$ cat config.mk
export PLATFORM = sky130hd
export DESIGN_NAME = sha_core
export DESIGN_NICKNAME = d
export VERILOG_FILES = /design/src/rtl/sha_pkg.sv /design/src/rtl/sha_core.sv
export SDC_FILE = /design/constraint.sdc
export NUM_CORES = 2
export LEC_CHECK = 0
export BUFFER_PORTS_ARGS = -buffer_cell sky130_fd_sc_hd__buf_2
export CAP_MARGIN = 15
export CORE_UTILIZATION = 62
export DETAILED_ROUTE_END_ITERATION = 12
export PLACE_DENSITY = 0.82
export SYNTH_ARGS = -nofsm -noshare
export SYNTH_HDL_FRONTEND = slang
export SYNTH_SLANG_ARGS = --single-unit
$ cat constraint.sdc
create_clock -name clock -period 17.33 [get_ports clock]
set_clock_uncertainty 0.2 [all_clocks]
set_input_delay 0.8665 -clock clock [delete_from_list [all_inputs] [get_ports clock]]
set_output_delay 0.8665 -clock clock [all_outputs]
set_load 0.05 [all_outputs]
$ cat src/rtl/sha_pkg.sv
// SHA-256 shared types, constants and functions.
package sha_pkg;

   typedef struct packed {
      logic [7:0] data_byte;
      logic       byte_present;
      logic       is_last;
   } req_type;

   typedef struct packed {
      logic [31:0] digest_word;
      logic [2:0]  word_index;
      logic        last_word;
   } rsp_type;

   localparam logic [255:0] INIT_HASH = {
      32'h6a09e667, 32'hbb67ae85, 32'h3c6ef372, 32'ha54ff53a,
      32'h510e527f, 32'h9b05688c, 32'h1f83d9ab, 32'h5be0cd19};

   function automatic logic [31:0] round_k(input logic [5:0] idx);
      logic [31:0] k;
      unique case (idx)
         6'd0: k = 32'h428a2f98;  6'd1: k = 32'h71374491;  6'd2: k = 32'hb5c0fbcf;
         6'd3: k = 32'he9b5dba5;  6'd4: k = 32'h3956c25b;  6'd5: k = 32'h59f111f1;
         6'd6: k = 32'h923f82a4;  6'd7: k = 32'hab1c5ed5;  6'd8: k = 32'hd807aa98;
         6'd9: k = 32'h12835b01;  6'd10: k = 32'h243185be; 6'd11: k = 32'h550c7dc3;
         6'd12: k = 32'h72be5d74; 6'd13: k = 32'h80deb1fe; 6'd14: k = 32'h9bdc06a7;
         6'd15: k = 32'hc19bf174; 6'd16: k = 32'he49b69c1; 6'd17: k = 32'hefbe4786;
         6'd18: k = 32'h0fc19dc6; 6'd19: k = 32'h240ca1cc; 6'd20: k = 32'h2de92c6f;
         6'd21: k = 32'h4a7484aa; 6'd22: k = 32'h5cb0a9dc; 6'd23: k = 32'h76f988da;
         6'd24: k = 32'h983e5152; 6'd25: k = 32'ha831c66d; 6'd26: k = 32'hb00327c8;
         6'd27: k = 32'hbf597fc7; 6'd28: k = 32'hc6e00bf3; 6'd29: k = 32'hd5a79147;
         6'd30: k = 32'h06ca6351; 6'd31: k = 32'h14292967; 6'd32: k = 32'h27b70a85;
         6'd33: k = 32'h2e1b2138; 6'd34: k = 32'h4d2c6dfc; 6'd35: k = 32'h53380d13;
         6'd36: k = 32'h650a7354; 6'd37: k = 32'h766a0abb; 6'd38: k = 32'h81c2c92e;
         6'd39: k = 32'h92722c85; 6'd40: k = 32'ha2bfe8a1; 6'd41: k = 32'ha81a664b;
         6'd42: k = 32'hc24b8b70; 6'd43: k = 32'hc76c51a3; 6'd44: k = 32'hd192e819;
         6'd45: k = 32'hd6990624; 6'd46: k = 32'hf40e3585; 6'd47: k = 32'h106aa070;
         6'd48: k = 32'h19a4c116; 6'd49: k = 32'h1e376c08; 6'd50: k = 32'h2748774c;
         6'd51: k = 32'h34b0bcb5; 6'd52: k = 32'h391c0cb3; 6'd53: k = 32'h4ed8aa4a;
         6'd54: k = 32'h5b9cca4f; 6'd55: k = 32'h682e6ff3; 6'd56: k = 32'h748f82ee;
         6'd57: k = 32'h78a5636f; 6'd58: k = 32'h84c87814; 6'd59: k = 32'h8cc70208;
         6'd60: k = 32'h90befffa; 6'd61: k = 32'ha4506ceb; 6'd62: k = 32'hbef9a3f7;
         default: k = 32'hc67178f2;
      endcase
      return k;
   endfunction

   // Block handed from front to back.
   typedef struct packed {
      logic [511:0] block;
      logic         final_blk;
   } blk_type;

endpackage

$ cat src/rtl/sha_core.sv
// SHA-256 back end: compression rounds, chaining value and digest output.
module sha_core (
   input  logic             clock,
   input  logic             reset,
   input  logic             blk_valid,
   output logic             blk_ready,
   input  sha_pkg::blk_type blk_data,
   output logic             rsp_valid,
   input  logic             rsp_ready,
   output sha_pkg::rsp_type rsp_data
);
   import sha_pkg::*;

   localparam logic [1:0] ST_IDLE  = 2'd0;
   localparam logic [1:0] ST_ROUND = 2'd1;
   localparam logic [1:0] ST_ADD   = 2'd2;
   localparam logic [1:0] ST_EMIT  = 2'd3;

   logic [1:0]   state_ff, state_in;
   logic [255:0] hash_ff, hash_in;
   logic [255:0] work_ff, work_in;
   logic [511:0] sched_ff, sched_in;
   logic [5:0]   rnd_ff, rnd_in;
   logic         final_ff, final_in;
   logic [2:0]   widx_ff, widx_in;

   logic [31:0] a, b, c, d, e, f, g, h, w, x, y, wn, t1, t2;

   assign blk_ready = (state_ff == ST_IDLE);
   assign rsp_valid = (state_ff == ST_EMIT);
   assign rsp_data  = '{digest_word: hash_ff[255 - 32*widx_ff -: 32],
                        word_index: widx_ff, last_word: (widx_ff == 3'd7)};

   // sched_ff holds the 16-word window, word for this round at the top
   always_comb begin
      {a, b, c, d, e, f, g, h} = work_ff;
      w  = sched_ff[511:480];
      x  = sched_ff[479:448];
      y  = sched_ff[63:32];
      wn = sched_ff[511:480] + ({x[6:0], x[31:7]} ^ {x[17:0], x[31:18]} ^ (x >> 3))
           + sched_ff[223:192]
           + ({y[16:0], y[31:17]} ^ {y[18:0], y[31:19]} ^ (y >> 10));
      t1 = h + ({e[5:0], e[31:6]} ^ {e[10:0], e[31:11]} ^ {e[24:0], e[31:25]})
           + ((e & f) ^ (~e & g)) + round_k(rnd_ff) + w;
      t2 = ({a[1:0], a[31:2]} ^ {a[12:0], a[31:13]} ^ {a[21:0], a[31:22]})
           + ((a & b) ^ (a & c) ^ (b & c));
   end

   always_comb begin
      state_in = state_ff;
      hash_in  = hash_ff;
      work_in  = work_ff;
      sched_in = sched_ff;
      rnd_in   = rnd_ff;
      final_in = final_ff;
      widx_in  = widx_ff;
      unique case (state_ff)
         ST_IDLE: begin
            if (blk_valid) begin
               sched_in = blk_data.block;
               final_in = blk_data.final_blk;
               work_in  = hash_ff;
               rnd_in   = '0;
               state_in = ST_ROUND;
            end
         end
         ST_ROUND: begin
            work_in  = {t1 + t2, a, b, c, d + t1, e, f, g};
            sched_in = {sched_ff[479:0], wn};
            rnd_in   = rnd_ff + 6'd1;
            if (rnd_ff == 6'd63) state_in = ST_ADD;
         end
         ST_ADD: begin
            for (int i = 0; i < 8; i++)
               hash_in[255 - 32*i -: 32] = hash_ff[255 - 32*i -: 32] + work_ff[255 - 32*i -: 32];
            widx_in  = '0;
            state_in = final_ff ? ST_EMIT : ST_IDLE;
         end
         default: begin
            if (rsp_ready) begin
               widx_in = widx_ff + 3'd1;
               if (widx_ff == 3'd7) begin
                  hash_in  = INIT_HASH;
                  state_in = ST_IDLE;
               end
            end
         end
      endcase
   end

   always_ff @(posedge clock) begin
      if (reset) begin
         state_ff <= ST_IDLE;
         hash_ff  <= INIT_HASH;
         widx_ff  <= '0;
      end else begin
         state_ff <= state_in;
         hash_ff  <= hash_in;
         widx_ff  <= widx_in;
      end
      work_ff  <= work_in;
      sched_ff <= sched_in;
      rnd_ff   <= rnd_in;
      final_ff <= final_in;
   end

endmodule

# == After elaboration in Yosys (flattened, before gate mapping) ==
# Memories as Yosys holds them, arrays and structs flattened. A register that Yosys moved wholly into a read port is not among the register bits.
# Cells that the tools add are included.
# word_totals
output_inout_bits,38
rom_bits,2048
latch_bits,0
register_bits,1036
inputBits,517
memories,1
elab_cells,85
ram_bits,0
# memory_table
name,depth,word_bits,read_ports,rd_clocked_by_memory_dff,write_ports,line_no,text
(name not given),64,32,1,1,0,sha_pkg.sv:22,unique case (idx)
# classes
shift,1
n_div,0
order_cmp,0
n_addsub,21
muxes,18
n_eq_ne,7
multipliers,0
bitwise_logic,18
n_reduce_logical,12
# op_table
operator,count
$pmux 256 s2,2
$pmux 512 s2,1
$mux 256,3
$add 32x32->32,18
$mux 512,1
$xor 32x32->32,9
$shiftx 287x33->32,1
$and 32x32->32,5
$not 32->32,1
$xor 32x22->32,1
$xor 32x29->32,1
$mux 6,2
$pmux 6 s2,1
$mux 2,5
$sub 8x8->9 const A,1
$reduce_bool 4->1,2
$add 6x1->6 const B,1
$eq 6x6->1 const B,1
$pmux 2 s3,1
$pmux 3 s2,1
$reduce_and 2->1,3
$reduce_bool 2->1,3
$eq 2x2->1 const B,2
$ne 2x2->1 const B,2
other kinds (9),9

# == Logic depth before layout (Yosys ltp) ==
# depth
word_depth,8
depth_mapped,36
mapped_depth_nobuf,35

# == Least setup slack after synthesis ==
# Ideal clock, no wire load.
# synth_timing
path_kind,register -> register
start,reg state_ff[0]
end,reg (tool-made name)
setup_slack_ns,4.198
t_required_ns,17.060
arrival_time_ns,12.862
path_buffers,3
stages_incl_launch_ff,16
synth_period_minus_slack_ns,13.132
setup_ns,0.070
path_cell_list,dfxtp_1 > inv_1 > ha_1 > nand2b_1 > o21ai_1 > inv_2 > a21boi_0 > inv_1 > clkbuf_1 > buf_1 > clkbuf_1 > ha_1 > and2_1 > o21ai_0 > o311a_1 > a21oi_1
# synth_lines
item,line_no,text
"start, declared",sha_core.sv:19,"logic [1:0] state_ff, state_in;"
"start signal, assigned",sha_core.sv:97,state_ff <= state_in;

# == Final worst setup path ==
# layout_timing
start,reg work_ff[122]
end,"reg work_ff[247], data pin"
# layout_between
elab_chain_cells,8
# layout_lines
item,line_no,text
"start, declared",sha_core.sv:21,"logic [255:0] work_ff, work_in;"
"start signal, assigned",sha_core.sv:101,work_ff <= work_in;
$xor 32x32->32,sha_core.sv:43,"t1 = h + ({e[5:0], e[31:6]} ^ {e[10:0], e[31:11]} ^ {e[24:0], e[31:25]})"
$xor 32x32->32 (*),sha_core.sv:43,
$add 32x32->32 (*),sha_core.sv:43,
$add 32x32->32 (*) (3 in a row),sha_core.sv:44,+ ((e & f) ^ (~e & g)) + round_k(rnd_ff) + w;
$add 32x32->32 (*),sha_core.sv:68,"work_in = {t1 + t2, a, b, c, d + t1, e, f, g};"
$pmux 256 s2 (*),sha_core.sv:57,unique case (state_ff)
via work_in[247],sha_core.sv:21,
# Mark *: on every way through the listed nets, which the timed path passes. The rest lies on a longest branch.
# A chain may end at the register's enable or synchronous reset.

==> impl_metrics.yaml <==
outcome:
  outcome: "finished clean"
synth:
  yosysWarnings: 0
  synth_ff_type: "edfxtp_1"
  yosysSeqAreaShare_pct: 40.8
  ys_ff_latch: 1068
  postSynth.asyncResetShare_pct: 0
  synth_fp_nets: 7647
  yosysTopAreaCell: "edfxtp_1"
  synth_edf_count: 775
  netlist_top_cells_area: "edfxtp_1 (33%), mux2_2 (13%), dfxtp_1 (8.2%), ha_1 (6.9%), fa_1 (5.5%)"
  avgSynthCellArea_um2: 10.9
  synth_cell_types: 82
  syn_area_um2: 71500
  netlist_instances: 6540
  synth_top_area_share_pct: 32.6
worst_setup_path:
  required_ns: 17.61
  cp-end-kind: "flip-flop"
  max_stage_delay_ns: 0.68
  path_class: "reg -> reg"
  cp-start-kind: "flip-flop"
  crit_path_frequent_cell: "fa_1"
  cp_max_fo: 6
  path_buf_inv: 4
  cp_top_family: "adder cells"
  cp_data_arrival_time_ns: 9.02
  slowest_stage: "edfxtp_1"
clocking:
  root_buffer: "clkbuf_16"
  h-tree-depth: 3
  clk_pin_slew_ns: 0.07
  clk_latency_ns: 0.75
  cts_sinks: 1068
  ctsResizeCount: 0
  cts_tree: "built"
  cts_buffers: 113
  cts_buffer_depth: 3
  cts_setup_buffers: 0
  ctsHoldBuffers: 0
grt:
  grt_pass1_vias: 54400
  antenna_found_initial: 48
  grtUsageTotal_pct: 41.0
  grt_pass1_wl_um: 353000
  grt_max_degree: 165
  gr-total-overflow: 0
floorplanning:
  die_x_um: 341
  io_pins: 555
  coreArea_um2: 114000
  dieArea_um2: 117000
  row_count: 124
  die-height_um: 341
  initial_utilization_pct: 62.5
timing:
  tightest_slew_ns: 1.16
  relSlewSlack_pct: 22.4
  fin_crit_ns: 8.75
  max_freq_mhz: 114
  tns_ns: 0
  rsz0062_at_grt: "false"
  period_share_pct: 50.5
  slew_viol_final: 0
  setup_viol: 0
  hold_viol_final: 0
finish:
  final_cell_mix: "mux2_2 (795), edfxtp_1 (775), buf_2 (553)"
  nFillCells: 8204
  nNetsFinal: 8082
  drive_above_1_share_pct: 24.2
  syn2layout_area_growth_pct: 11.4
  layout_commonest_cell: "mux2_2"
route:
  via_count: 56900
  drcViolationCount: 0
  viasPerCell: 6.61
  wire_per_inst_um: 28.7
  first_iter_violations: 7488
  ant_nets: 0
  drt-total-wl_um: 247000
  dr.pass1.iters: 6
placed_design:
  place_congestion: 1.03
  io_buffer_count: 554
  hpwl_um: 184000
job:
  cap_violations: 0
worst_hold_path:
  min_path_type: "in -> reg"
-- cell families after synthesis --
| logic type | Yosys count | synth area share, % |
|---|---|---|
| flip-flops | 1068 | 40.8 |
| AND/OR/NAND/NOR | 1098 | 6.99 |
| buffers and inverters | 802 | 4.21 |
| multiplexers | 874 | 14.8 |
| XOR/XNOR | 576 | 7.06 |
| adder cells (fa/ha/maj) | 592 | 12.4 |
| AO/OA/AOI/OAI | 1530 | 13.8 |
-- through the flow --
step                util, %  area (um^2)  setup slack (ns)  hold WS, ns  std cells
floorplan                 -        71500              4.20        0.246       6540
global placement       66.1        75600              8.89        0.265       8372
detailed placement     66.1        75600              8.76        0.284       8372
CTS                    69.6        79500              8.70       0.0719       8587
global route           69.6        79600              8.19       0.0921       8604
finish                 69.6        79600              8.58        0.101       8609
-- state kept, by name, indices dropped and copies added, names as in the netlist, named ones only --
signal,count
state_ff,2
widx_ff,3
hash_ff,256
rnd_ff,6
sched_ff,512
work_ff,256
final_ff,1
-- synth_stat cells, drive strengths merged, types with 17 or more instances --
cell / n
mux2: 795
edfxtp: 775
inv: 513
ha: 395
a21oi: 393
xnor2: 361
nor2: 356
nand2: 345
o21ai: 337
dfxtp: 293
clkbuf: 260
xor2: 215
fa: 195
a21o: 183
o22ai: 83
nand3: 77
nor3: 72
mux4: 66
a22oi: 65
o21a: 65
nand2b: 61
a31oi: 53
a211oi: 51
o211ai: 46
nor2b: 39
o21bai: 39
buf: 28
nand4: 27
and3: 23
o31ai: 22
a311oi: 19
or3: 19
a211o: 17
and2: 17
-- cell type report --
cell class	instances	area [um^2]	share of cell area (%)
antenna	22	55.1	0.0692
clock buffer	142	3060	3.85
clock inverter	73	866	1.09
inverter	514	1940	2.44
multi-input combinational	4670	39400	49.5
sequential	1068	29100	36.6
tap	1512	1890	2.38
timing repair buffer	608	3220	4.04
-- path summary, 6_finish.rpt --
check,cells past startpoint,startpoint,slack [ns],endpoint
setup / recovery,34,work_ff[122],8.58,work_ff[247]
hold reg to reg,2,hash_ff[87],0.30,hash_ff[87]
setup reg to reg,34,work_ff[122],8.58,work_ff[247]
hold / removal,1,blk_data[0],0.10,final_ff
-- metal layers --
metal  global-route usage [%]  part of all wire, %  vias to the layer above
met3                     11.0                   13                      710
li1                         -                    -                    24700
met4                     19.0                  5.4                       36
met5                        0                 0.11                        -
met1                     54.1                   37                    27700
met2                     63.1                   45                     3757
Power is not shown: default switching activity piles up to over one toggle a cycle in this logic, so the estimate is an artifact.
